[src/rtl/ipv4ad_pkg.sv]
// Shared types and constants for the IPv4 dotted-quad address detector.
// No dependencies; every other file in rtl/ imports this package.
`default_nettype none

package ipv4ad_pkg;

    localparam int unsigned TEXT_W    = 8;
    localparam int unsigned OFFSET_W  = 32;
    localparam int unsigned LENGTH_W  = 4;
    localparam int unsigned S_TDATA_W = 8;
    localparam int unsigned M_TDATA_W = 40;
    localparam int unsigned OCTET_W   = 10;
    localparam int unsigned DIGITS_W  = 2;
    localparam int unsigned INDEX_W   = 2;

    localparam logic [TEXT_W-1:0]   CHAR_DOT    = 8'h2E;
    localparam logic [TEXT_W-1:0]   CHAR_0      = 8'h30;
    localparam logic [TEXT_W-1:0]   CHAR_9      = 8'h39;
    localparam logic [TEXT_W-1:0]   CHAR_LO_A   = 8'h61;
    localparam logic [TEXT_W-1:0]   CHAR_LO_Z   = 8'h7A;
    localparam logic [TEXT_W-1:0]   CHAR_UP_A   = 8'h41;
    localparam logic [TEXT_W-1:0]   CHAR_UP_Z   = 8'h5A;
    localparam logic [OCTET_W-1:0]  OCTET_MAX   = 10'd255;
    localparam logic [DIGITS_W-1:0] DIGITS_MAX  = 2'd3;
    localparam logic [INDEX_W-1:0]  INDEX_LAST  = 2'd3;
    localparam int unsigned         PAD_W       = M_TDATA_W - OFFSET_W - LENGTH_W;

    typedef struct packed {
        logic [OFFSET_W-1:0] match_offset;
        logic [LENGTH_W-1:0] match_length;
    } match_t;

    typedef struct packed {
        logic [TEXT_W-1:0] text_byte;
        logic              last_byte;
    } text_item_t;

    function automatic logic num_char(input logic [TEXT_W-1:0] c);
        return (c >= CHAR_0) && (c <= CHAR_9);
    endfunction

    function automatic logic word_char(input logic [TEXT_W-1:0] c);
        return num_char(c) || ((c >= CHAR_LO_A) && (c <= CHAR_LO_Z))
            || ((c >= CHAR_UP_A) && (c <= CHAR_UP_Z));
    endfunction

endpackage

`default_nettype wire

[src/rtl/ipv4ad_in_reg.sv]
// Input register stage of the IPv4 address detector: captures one text byte per transfer.
// Depends on ipv4ad_pkg.
`default_nettype none

module ipv4ad_in_reg (
    input  wire logic                    aclk,
    input  wire logic                    aresetn,
    input  wire logic                    s_tvalid,
    output logic                         s_tready,
    input  wire ipv4ad_pkg::text_item_t  s_item,
    input  wire logic                    advance,
    output logic                         item_valid,
    output ipv4ad_pkg::text_item_t       item
);
    import ipv4ad_pkg::*;

    logic       valid_reg;
    logic       valid_next;
    text_item_t item_reg;

    assign s_tready   = !valid_reg || advance;
    assign valid_next = s_tready ? s_tvalid : valid_reg;

    always_ff @(posedge aclk) begin
        if (!aresetn) begin
            valid_reg <= 1'b0;
        end else begin
            valid_reg <= valid_next;
        end
    end

    always_ff @(posedge aclk) begin
        if (s_tready && s_tvalid) begin
            item_reg <= s_item;
        end
    end

    assign item_valid = valid_reg;
    assign item       = item_reg;

endmodule

`default_nettype wire

[src/rtl/ipv4ad_parse.sv]
// Dotted-quad parser state and its one-byte update step.
// Depends on ipv4ad_pkg.
`default_nettype none

module ipv4ad_parse #(
    parameter int unsigned POSITION_BITS = 32
) (
    input  wire logic                   aclk,
    input  wire logic                   aresetn,
    input  wire logic                   step_en,
    input  wire ipv4ad_pkg::text_item_t item,
    output logic                        emit,
    output ipv4ad_pkg::match_t          match
);
    import ipv4ad_pkg::*;

    logic [POSITION_BITS-1:0] pos_reg, pos_next;
    logic [POSITION_BITS-1:0] start_reg, start_next;
    logic                     allowed_reg, allowed_next;
    logic                     active_reg, active_next;
    logic [INDEX_W-1:0]       index_reg, index_next;
    logic [DIGITS_W-1:0]      digits_reg, digits_next;
    logic [OCTET_W-1:0]       value_reg, value_next;

    logic                     dig;
    logic                     dot;
    logic [OCTET_W-1:0]       digit_val;
    logic [OCTET_W-1:0]       times_ten;
    logic [POSITION_BITS-1:0] pos_inc;
    logic [LENGTH_W-1:0]      end_low;
    logic                     done_cur;
    logic                     done_next;

    assign dig       = num_char(item.text_byte);
    assign dot       = (item.text_byte == CHAR_DOT);
    assign digit_val = OCTET_W'(item.text_byte - CHAR_0);
    assign times_ten = {value_reg[OCTET_W-4:0], 3'b000} + {value_reg[OCTET_W-2:0], 1'b0};
    assign pos_inc   = pos_reg + 1'b1;
    assign done_cur  = (index_reg == INDEX_LAST) && (digits_reg != '0)
                    && (value_reg <= OCTET_MAX);

    always_comb begin
        active_next  = active_reg;
        start_next   = start_reg;
        index_next   = index_reg;
        digits_next  = digits_reg;
        value_next   = value_reg;
        emit         = 1'b0;
        end_low      = pos_reg[LENGTH_W-1:0];
        if (active_reg) begin
            if (dig) begin
                if (digits_reg < DIGITS_MAX) begin
                    value_next  = times_ten + digit_val;
                    digits_next = digits_reg + 1'b1;
                end else begin
                    active_next = 1'b0;
                end
            end else if (dot) begin
                if ((digits_reg == '0) || (value_reg > OCTET_MAX)
                        || (index_reg == INDEX_LAST)) begin
                    active_next = 1'b0;
                end else begin
                    index_next  = index_reg + 1'b1;
                    digits_next = '0;
                    value_next  = '0;
                end
            end else begin
                emit        = done_cur;
                active_next = 1'b0;
            end
        end else if (dig && allowed_reg) begin
            active_next = 1'b1;
            start_next  = pos_reg;
            index_next  = '0;
            digits_next = DIGITS_W'(1);
            value_next  = digit_val;
        end

        allowed_next = !(word_char(item.text_byte) || dot);
        done_next    = (index_next == INDEX_LAST) && (digits_next != '0)
                    && (value_next <= OCTET_MAX);

        if (item.last_byte) begin
            if (active_next && done_next) begin
                emit    = 1'b1;
                end_low = pos_inc[LENGTH_W-1:0];
            end
            active_next  = 1'b0;
            index_next   = '0;
            digits_next  = '0;
            value_next   = '0;
            allowed_next = 1'b1;
            pos_next     = '0;
        end else begin
            pos_next = pos_inc;
        end
    end

    assign match.match_offset = OFFSET_W'(start_next);
    assign match.match_length = end_low - start_next[LENGTH_W-1:0];

    always_ff @(posedge aclk) begin
        if (!aresetn) begin
            pos_reg     <= '0;
            start_reg   <= '0;
            allowed_reg <= 1'b1;
            active_reg  <= 1'b0;
            index_reg   <= '0;
            digits_reg  <= '0;
            value_reg   <= '0;
        end else if (step_en) begin
            pos_reg     <= pos_next;
            start_reg   <= start_next;
            allowed_reg <= allowed_next;
            active_reg  <= active_next;
            index_reg   <= index_next;
            digits_reg  <= digits_next;
            value_reg   <= value_next;
        end
    end

    a_len_range: assert property (@(posedge aclk) disable iff (!aresetn)
        (step_en && emit) |-> (match.match_length >= LENGTH_W'(7)))
        else $error("match length below seven");

    a_last_clears: assert property (@(posedge aclk) disable iff (!aresetn)
        (step_en && item.last_byte) |=> (!active_reg && allowed_reg && pos_reg == '0))
        else $error("end of text did not clear parser");

    a_value_bound: assert property (@(posedge aclk) disable iff (!aresetn)
        active_reg |-> (value_reg <= OCTET_W'(999) && digits_reg <= DIGITS_MAX))
        else $error("octet accumulator out of range");

endmodule

`default_nettype wire

[src/rtl/ipv4ad_out_reg.sv]
// Result register of the IPv4 address detector: holds one match until transfer.
// Depends on ipv4ad_pkg.
`default_nettype none

module ipv4ad_out_reg (
    input  wire logic                aclk,
    input  wire logic                aresetn,
    input  wire logic                load,
    input  wire ipv4ad_pkg::match_t  match,
    output logic                     free,
    output logic                     m_tvalid,
    input  wire logic                m_tready,
    output logic [ipv4ad_pkg::M_TDATA_W-1:0] m_tdata
);
    import ipv4ad_pkg::*;

    logic   valid_reg;
    logic   valid_next;
    match_t match_reg;

    assign free       = !valid_reg || m_tready;
    assign valid_next = load || (valid_reg && !m_tready);

    always_ff @(posedge aclk) begin
        if (!aresetn) begin
            valid_reg <= 1'b0;
        end else begin
            valid_reg <= valid_next;
        end
    end

    always_ff @(posedge aclk) begin
        if (load) begin
            match_reg <= match;
        end
    end

    assign m_tvalid = valid_reg;
    assign m_tdata  = {{PAD_W{1'b0}}, match_reg.match_length, match_reg.match_offset};

endmodule

`default_nettype wire

[src/rtl/ipv4_address_detector_core.sv]
// Top level of the IPv4 dotted-quad address detector.
// Depends on ipv4ad_pkg, ipv4ad_in_reg, ipv4ad_parse and ipv4ad_out_reg.
//
// Usage:
//   Text enters on the s_ channel, one byte per transfer, with s_tlast on the
//   final byte of each text. Every dotted-quad address found leaves on the
//   m_ channel as one transfer carrying its start offset and length.
//   A match is produced by the byte that ends it: the terminating
//   byte, or the last byte of the text.
//   A match is valid on m_tvalid once the byte that ends it has left the
//   input register and its match has been loaded into the result register.
//   Throughput: one byte per cycle unless a match waits for a stalled receiver.
//   A stalled receiver holds the result register; bytes that produce no
//   match keep flowing, and the first byte that would produce a second match
//   waits in the input register, which then deasserts s_tready.
//   Reset (aresetn low, synchronous) empties both registers, sets the byte
//   position to zero and allows an address to start at the first byte.
//   Offsets count from the start of each text modulo 2^POSITION_BITS, cut to 32 bits.
`default_nettype none

module ipv4_address_detector_core #(
    parameter int unsigned POSITION_BITS = 32
) (
    input  wire logic        aclk,
    input  wire logic        aresetn,
    input  wire logic        s_tvalid,
    output logic             s_tready,
    input  wire logic [ipv4ad_pkg::S_TDATA_W-1:0] s_tdata,  // [7:0] text_byte
    input  wire logic        s_tlast,                       // last_byte
    output logic             m_tvalid,
    input  wire logic        m_tready,
    output logic [ipv4ad_pkg::M_TDATA_W-1:0] m_tdata  // [31:0] match_offset, [35:32] match_length
);
    import ipv4ad_pkg::*;

    text_item_t s_item;
    text_item_t item;
    logic       item_valid;
    logic       advance;
    logic       emit;
    logic       out_free;
    match_t     match;

    assign s_item.text_byte = s_tdata[TEXT_W-1:0];
    assign s_item.last_byte = s_tlast;

    assign advance = item_valid && (out_free || !emit);

    ipv4ad_in_reg u_in_reg (
        .aclk       (aclk),
        .aresetn    (aresetn),
        .s_tvalid   (s_tvalid),
        .s_tready   (s_tready),
        .s_item     (s_item),
        .advance    (advance),
        .item_valid (item_valid),
        .item       (item)
    );

    ipv4ad_parse #(
        .POSITION_BITS (POSITION_BITS)
    ) u_parse (
        .aclk    (aclk),
        .aresetn (aresetn),
        .step_en (advance),
        .item    (item),
        .emit    (emit),
        .match   (match)
    );

    ipv4ad_out_reg u_out_reg (
        .aclk     (aclk),
        .aresetn  (aresetn),
        .load     (advance && emit),
        .match    (match),
        .free     (out_free),
        .m_tvalid (m_tvalid),
        .m_tready (m_tready),
        .m_tdata  (m_tdata)
    );

    a_no_overwrite: assert property (@(posedge aclk) disable iff (!aresetn)
        (m_tvalid && !m_tready) |-> !(advance && emit))
        else $error("pending match overwritten");

    a_hold_blocked: assert property (@(posedge aclk) disable iff (!aresetn)
        (item_valid && emit && !out_free) |-> !s_tready)
        else $error("input taken while parser is blocked");

endmodule

`default_nettype wire
[config.mk]
export PLATFORM = sky130hd
export DESIGN_NAME = ipv4_address_detector_core
export DESIGN_NICKNAME = d
export VERILOG_FILES = /design/src/rtl/ipv4ad_pkg.sv /design/src/rtl/ipv4ad_in_reg.sv /design/src/rtl/ipv4ad_parse.sv /design/src/rtl/ipv4ad_out_reg.sv /design/src/rtl/ipv4_address_detector_core.sv
export SDC_FILE = /design/constraint.sdc
export NUM_CORES = 1
export LEC_CHECK = 0
export BUFFER_PORTS_ARGS = -buffer_cell sky130_fd_sc_hd__buf_2
export CAP_MARGIN = 5
export CORE_MARGIN = 2
export CORE_UTILIZATION = 45
export CTS_CLUSTER_DIAMETER = 200
export DETAILED_ROUTE_END_ITERATION = 12
export PLACE_DENSITY = 0.69
export SLEW_MARGIN = 20
export SYNTH_ARGS = -nofsm -noshare
export SYNTH_HDL_FRONTEND = slang
export SYNTH_SLANG_ARGS = --single-unit
[constraint.sdc]
create_clock -name aclk -period 13.94 [get_ports aclk]
set_input_delay 0.697 -clock aclk [delete_from_list [all_inputs] [get_ports aclk]]
set_output_delay 0.697 -clock aclk [all_outputs]
set_load 0.05 [all_outputs]
After elaboration in Yosys (flattened, before gate mapping)
Cells that the tools add are included.
{"block": "word_totals", "regBits": 127, "latch_bits": 0, "mem_bits_rw": 0, "output_inout_bits": 42, "in_bits": 13, "elab_cells": 101, "mem_bits_ro": 0, "n_memories": 0}
{"block": "op_classes", "eq_ne": 3, "n_mul": 0, "n_bitwise": 0, "shifts": 0, "mux": 38, "n_reduce_logical": 30, "magnitude_cmp": 10, "n_div": 0, "addsub": 7}
{"cell": "$mux 32", "count": 3}
{"cell": "$mux 10", "count": 7}
{"cell": "$add 32x1->32 const B", "count": 1}
{"cell": "$mux 2", "count": 13}
{"cell": "$add 10x10->10", "count": 2}
{"cell": "$le 10x8->1 const B", "count": 2}
{"cell": "$ge 8x7->1 const B", "count": 2}
{"cell": "$le 8x7->1 const B", "count": 2}
{"cell": "$logic_and 1x1->1", "count": 13}
{"cell": "$mux 1", "count": 13}
{"cell": "$gt 10x8->1 const B", "count": 1}
{"cell": "$logic_or 1x1->1", "count": 9}
{"cell": "$sub 8x6->9 const B", "count": 1}
{"cell": "$eq 8x6->1 const B", "count": 1}
{"cell": "$ge 8x6->1 const B", "count": 1}
{"cell": "$le 8x6->1 const B", "count": 1}
{"cell": "$mux 4", "count": 2}
{"cell": "$logic_not 1->1", "count": 5}
{"cell": "$add 2x1->2 const B", "count": 2}
{"cell": "$eq 2x2->1 const B", "count": 2}
{"cell": "$reduce_bool 2->1", "count": 2}
{"cell": "$sub 4x4->4", "count": 1}
{"cell": "$logic_not 2->1", "count": 1}
{"cell": "$lt 2x2->1 const B", "count": 1}

Longest topological paths before layout
{"block": "depth", "word_depth": 18, "depth_mapped": 18, "mapped_depth_nobuf": 18}

Modules after synthesis
Synthesis repeated with hierarchy kept, for this count alone.
{"block": "unflattened", "cells_unflattened": 634, "hier_area_um2": 6356.1}
{"mod": "ipv4ad_parse", "seq_area_each_um2": 1601.5, "area_each_um2": 4845.9, "cells_per_inst": 572, "instances": 1}
{"mod": "ipv4ad_out_reg", "seq_area_each_um2": 1101.1, "area_each_um2": 1163.6, "cells_per_inst": 45, "instances": 1}
{"mod": "ipv4ad_in_reg", "seq_area_each_um2": 290.3, "area_each_um2": 327.8, "cells_per_inst": 14, "instances": 1}
{"mod": "ipv4_address_detector_core", "seq_area_each_um2": 0.0, "area_each_um2": 18.8, "cells_per_inst": 3, "instances": 1}

Worst setup path after synthesis
Ideal clock, no wire load.
{"block": "synth_timing", "path_type": "register to register", "start": "reg u_in_reg.item_reg, in the netlist u_in_reg.item[5]", "end": "reg u_out_reg.match_reg, in the netlist u_out_reg.m_tdata[0], enable pin", "arrival_time_ns": 4.959, "required_time_ns": 13.499, "synth_period_minus_slack_ns": 5.400, "path_buffers": 2, "setup_ns": 0.441, "path_stages_with_launch": 13, "setup_slack_ns": 8.540, "cell_sequence": "edfxtp_1 ha_1 nor3_2 fa_1 ha_1 a2111oi_0 o211ai_1 nand2_1 xor2_1 a31o_4 buf_6 buf_4 a21oi_1"}
{"block": "synth_between", "elab_chain_cells": 15, "word_cells_on_any_way": 39, "cone_classes": "2 x add/sub; 3 x order compare; 2 x eq/ne; 22 x mux; 10 x reduce/logical"}
{"element": "from (decl)", "line_no": "ipv4ad_in_reg.sv:19", "source": "text_item_t item_reg;"}
{"element": "from (signal assigned)", "line_no": "ipv4ad_in_reg.sv:34", "source": "item_reg <= s_item;"}
{"element": "parallel branches: the longest is 10 deep, another holds $add 10x10->10"}
{"element": "$mux 1 *", "line_no": "ipv4ad_parse.sv:83", "source": "if (item.last_byte) begin"}
{"element": "$logic_not 1->1", "line_no": "ipv4_address_detector_core.sv:47", "source": "assign advance = item_valid && (out_free || !emit);"}
{"element": "$logic_or 1x1->1", "line_no": "ipv4_address_detector_core.sv:47"}
{"element": "$logic_and 1x1->1", "line_no": "ipv4_address_detector_core.sv:47"}
{"element": "$logic_and 1x1->1 *", "line_no": "ipv4_address_detector_core.sv:74", "source": ".load (advance && emit),"}
{"element": "named net u_out_reg.load", "line_no": "ipv4ad_out_reg.sv:8", "source": "input wire logic load,"}
{"element": "to (signal assigned)", "line_no": "ipv4ad_out_reg.sv:34", "source": "match_reg <= match;"}
{"element": "to (decl)", "line_no": "ipv4ad_out_reg.sv:19", "source": "match_t match_reg;"}
Mark *: on every way through the listed nets, which the timed path passes.
A chain may end at the register's enable or synchronous reset.

Final worst setup path
{"block": "layout_timing", "start": "reg u_in_reg.item_reg, in the netlist u_in_reg.item[5]", "end": "reg u_parse.pos_reg[14]"}
{"block": "layout_between", "elab_chain_cells": 14, "word_cells_on_any_way": 38, "cone_classes": "2 x add/sub; 3 x order compare; 2 x eq/ne; 22 x mux; 9 x reduce/logical"}
{"element": "parallel branches: the longest is 10 deep, another holds $add 10x10->10"}
{"element": "$mux 1 *", "line_no": "ipv4ad_parse.sv:83"}
{"element": "$logic_not 1->1 *", "line_no": "ipv4_address_detector_core.sv:47"}
{"element": "$logic_or 1x1->1 *", "line_no": "ipv4_address_detector_core.sv:47"}
{"element": "$logic_and 1x1->1 *", "line_no": "ipv4_address_detector_core.sv:47"}
{"element": "to (signal assigned)", "line_no": "ipv4ad_parse.sv:112", "source": "pos_reg <= pos_next;"}
{"element": "to (decl)", "line_no": "ipv4ad_parse.sv:17", "source": "logic [POSITION_BITS-1:0] pos_reg, pos_next;"}
Every way passes the cells marked *.

==> run summary <==
crit path max fanout -> 85
Placer Congestion -> 0.889
switching portion of total power -> 23.6%
Multi-input gate area -> 3120 sq um
DR vias -> 5426
DPL Wire Length -> 9680 um
hold buffer count at cts -> 0
PwrDens -> 124 nW/um^2
die width -> 124 um
min-delay worst type -> input port to flop
GRT Util Overall -> 20.6%
Critical-path top delay cell -> a31o_4
n_diodes -> 0
first-pass GRT wire length -> 24700 um
initial antenna violation count -> 0
worst setup margin -> 8760 ps
Comb pwr share -> 7.5%
critical path endpoint category -> flop
Buf/Inv on CP -> 1
cell family with most CP delay -> compound AO/OA/AOI/OAI gates
max incr delay on CP -> 890 ps
max-capacitance violation count -> 0
grt ovf -> 0
final WL -> 15000 um
cell area after synthesis -> 6470 sq um
Seq. cell area -> 2990 sq um
post-route setup TNS -> 0 ps
leakage power total -> 2.84 nW
nets -> 803
CP Class -> flop to flop
Final Hold Fails -> 0
WL/cell -> 15.7 um
First DRT Iteration DRCs -> 499
worst slew pin tran -> 1000 ps
Mean Syn Cell Area -> 8.93 sq um
die area -> 15400 sq um
drc violations -> 0
Most common cell on crit path -> ha_1
Startpoint Class -> flop
Async SR Flop Fraction -> 0%
Peak Freq -> 193 MHz
Top Layer Used -> met4
total core area -> 14000 sq um
H-tree Lvls -> 4
worst clock skew -> 7.14 ps
largest net degree at the start of global routing -> 86
share of layout cells above drive strength 1 -> 15.1%
overall power -> 0.000918 W
#FFs+latches synth -> 127
DP Cell Count -> 925
Filler cells -> 1254
number of global-route vias before repair -> 5171
Via density -> 5.67
CTS clock-pin slew for the worst setup and hold paths -> 60 ps
Post-synth EDFFs -> 45
met1 wire length -> 6620 um
max reg flops -> 36
CTS Buf Count -> 17
TritonCTS clock tree -> built
I/O Pins -> 55
Post-synth top flop -> dfxtp_1
clk buf depth -> 2
post_cts resized -> 0
clk root buf -> clkbuf_16
pre-CTS WS -> 8810 ps
final-report max-slew violation count -> 0
setup repair after global routing missed its margin -> false
row cnt -> 43
cell-internal power -> 0.000701 W
clk sinks -> 127
sequential share of the synthesized area -> 46.2%
Synth warnings -> 0
Port-buffer cells -> 50
crit-path cells -> ha_1 -> nor3_2 -> fa_1 -> ha_1 -> a2111oi_0 -> o211ai_1 -> nand2_1 -> xor2_1 -> a31o_4 -> o21ai_2 -> buf_4 -> a21oi_1
fin crit period -> 5180 ps
cells after synthesis -> 725
peak supply drop -> 71.1 uV
Slew headroom -> 32.8%
# setup viols final -> 0
met2 WL -> 7300 um
Worst EP required -> 14290 ps
sequential share of power -> 43.8%
P&R area growth vs syn -> 14.1%
NetSw -> 0.000217 W
fin crit share -> 37.2%
metal3 WL -> 749 um
Die Ht -> 124 um
Initial Utilization -> 46.3%
Routed Antenna Nets -> 0
Final Non-Filler Cells -> 957
status -> finished, final reports clean
setup bufs post-CTS -> 0
clk_lat worst skew -> 420 ps
data arrival time of the critical path -> 5540 ps
Pre-antenna DRT Iters -> 6
Synth cell types -> 60
Clock power frac -> 48.7%
==> cell usage after synthesis, drive strengths merged (6+ instances only) <==
cell | n | area share, %
o21ai | 34 | 2.7
clkbuf | 18 | 1.0
o31ai | 20 | 2.5
edfxtp | 45 | 21
a21oi | 52 | 4.7
ha | 18 | 3.5
a31oi | 6 | 0.58
fa | 8 | 2.5
nor3 | 36 | 2.9
buf | 21 | 2.6
inv | 42 | 2.4
nor2 | 88 | 5.1
nand3 | 19 | 1.5
or4 | 19 | 2.2
nand4 | 11 | 1.3
or3 | 18 | 1.7
nand2 | 113 | 6.6
xnor2 | 11 | 1.5
dfxtp | 82 | 25
==> metal layers <==
| layer | vias up | GRT usage, % |
|---|---|---|
| met5 | - | 0 |
| met4 | 0 | 8.92 |
| met3 | 39 | 4.53 |
| met2 | 153 | 33.9 |
| met1 | 2580 | 26.1 |
| li1 | 2654 | - |
==> cell families (layout without fill, tap and decap cells) <==
| logic type | Yosys count | in the layout | synth area share, % |
|---|---|---|---|
| xor+xnor | 15 | 15 | 2.03 |
| flops | 127 | 127 | 46.2 |
| other cells | 1 | 4 | 0.0579 |
| mux | 4 | 4 | 0.657 |
| compound gates | 146 | 146 | 15.2 |
| simple gates | 325 | 325 | 23.8 |
| buf+inv | 81 | 130 | 6.13 |
| fa+ha+maj | 26 | 26 | 5.95 |
==> through the flow <==
| step | instance area (sq um) | utilization, % | hold slack [ps] |
|---|---|---|---|
| final | 7390 | 52.8 | 450 |
| after global routing | 7390 | 52.8 | 434 |
| after CTS | 7390 | 52.8 | 437 |
| after floorplan | 6490 | - | 447 |
| after global placement | 6790 | 48.6 | 460 |
| after detailed placement | 6790 | 48.6 | 478 |
==> final timing paths <==
| check | slack, ps | end | cells after the start | from |
|---|---|---|---|---|
| worst min register to register | 490 | u_parse.pos_reg[12]$_SDFFE_PN0P_ | 2 | u_parse.pos_reg[12]$_SDFFE_PN0P_ |
| worst max register to register | 8760 | u_parse.pos_reg[14]$_SDFFE_PN0P_ | 12 | u_in_reg.item[5]$_DFFE_PP_ |
| worst max-delay path | 8760 | u_parse.pos_reg[14]$_SDFFE_PN0P_ | 12 | u_in_reg.item[5]$_DFFE_PP_ |
| worst min-delay path | 450 | u_in_reg.item[4]$_DFFE_PP_ | 1 | s_tdata[3] |
==> power by group through the flow <==
stage	sequential (W)	clock [W]	combinational, W
2_1_floorplan	0.000407	0	0.0000562
3_3_place_gp	0.000409	0	0.0000648
3_5_place_dp	0.000410	0	0.0000676
4_1_cts	0.000402	0.000453	0.0000681
5_1_grt	0.000403	0.000468	0.0000767
6_report	0.000402	0.000447	0.0000685
==> cell usage in the layout (no fill, tap or decap), drive strengths merged, types with 3 or more instances in the layout <==
master  count
nand3      19
xnor2      11
a21o        4
fa          8
ha         18
nor2b       5
nand2     113
conb        4
nand4      11
o31ai      20
clkinv      4
o21ai      34
or4        19
dfxtp      82
nor3       36
inv        43
clkbuf     24
a31oi       6
edfxtp     45
or3        18
a21oi      52
and3        3
nor4        5
a211oi      5
xor2        4
o221a       3
nor2       88
a221oi      3
buf        56
==> final cells by class <==
cell class                      instances  area share (%)
Clock inverter                          8            1.41
Timing Repair Buffer                   56            4.00
Clock buffer                           24            6.67
Multi-Input combinational cell        520            42.3
Inverter                               42            2.13
Sequential cell                       127            40.5
Tap cell                              180            3.05
Power figures use the tool's default switching activity.
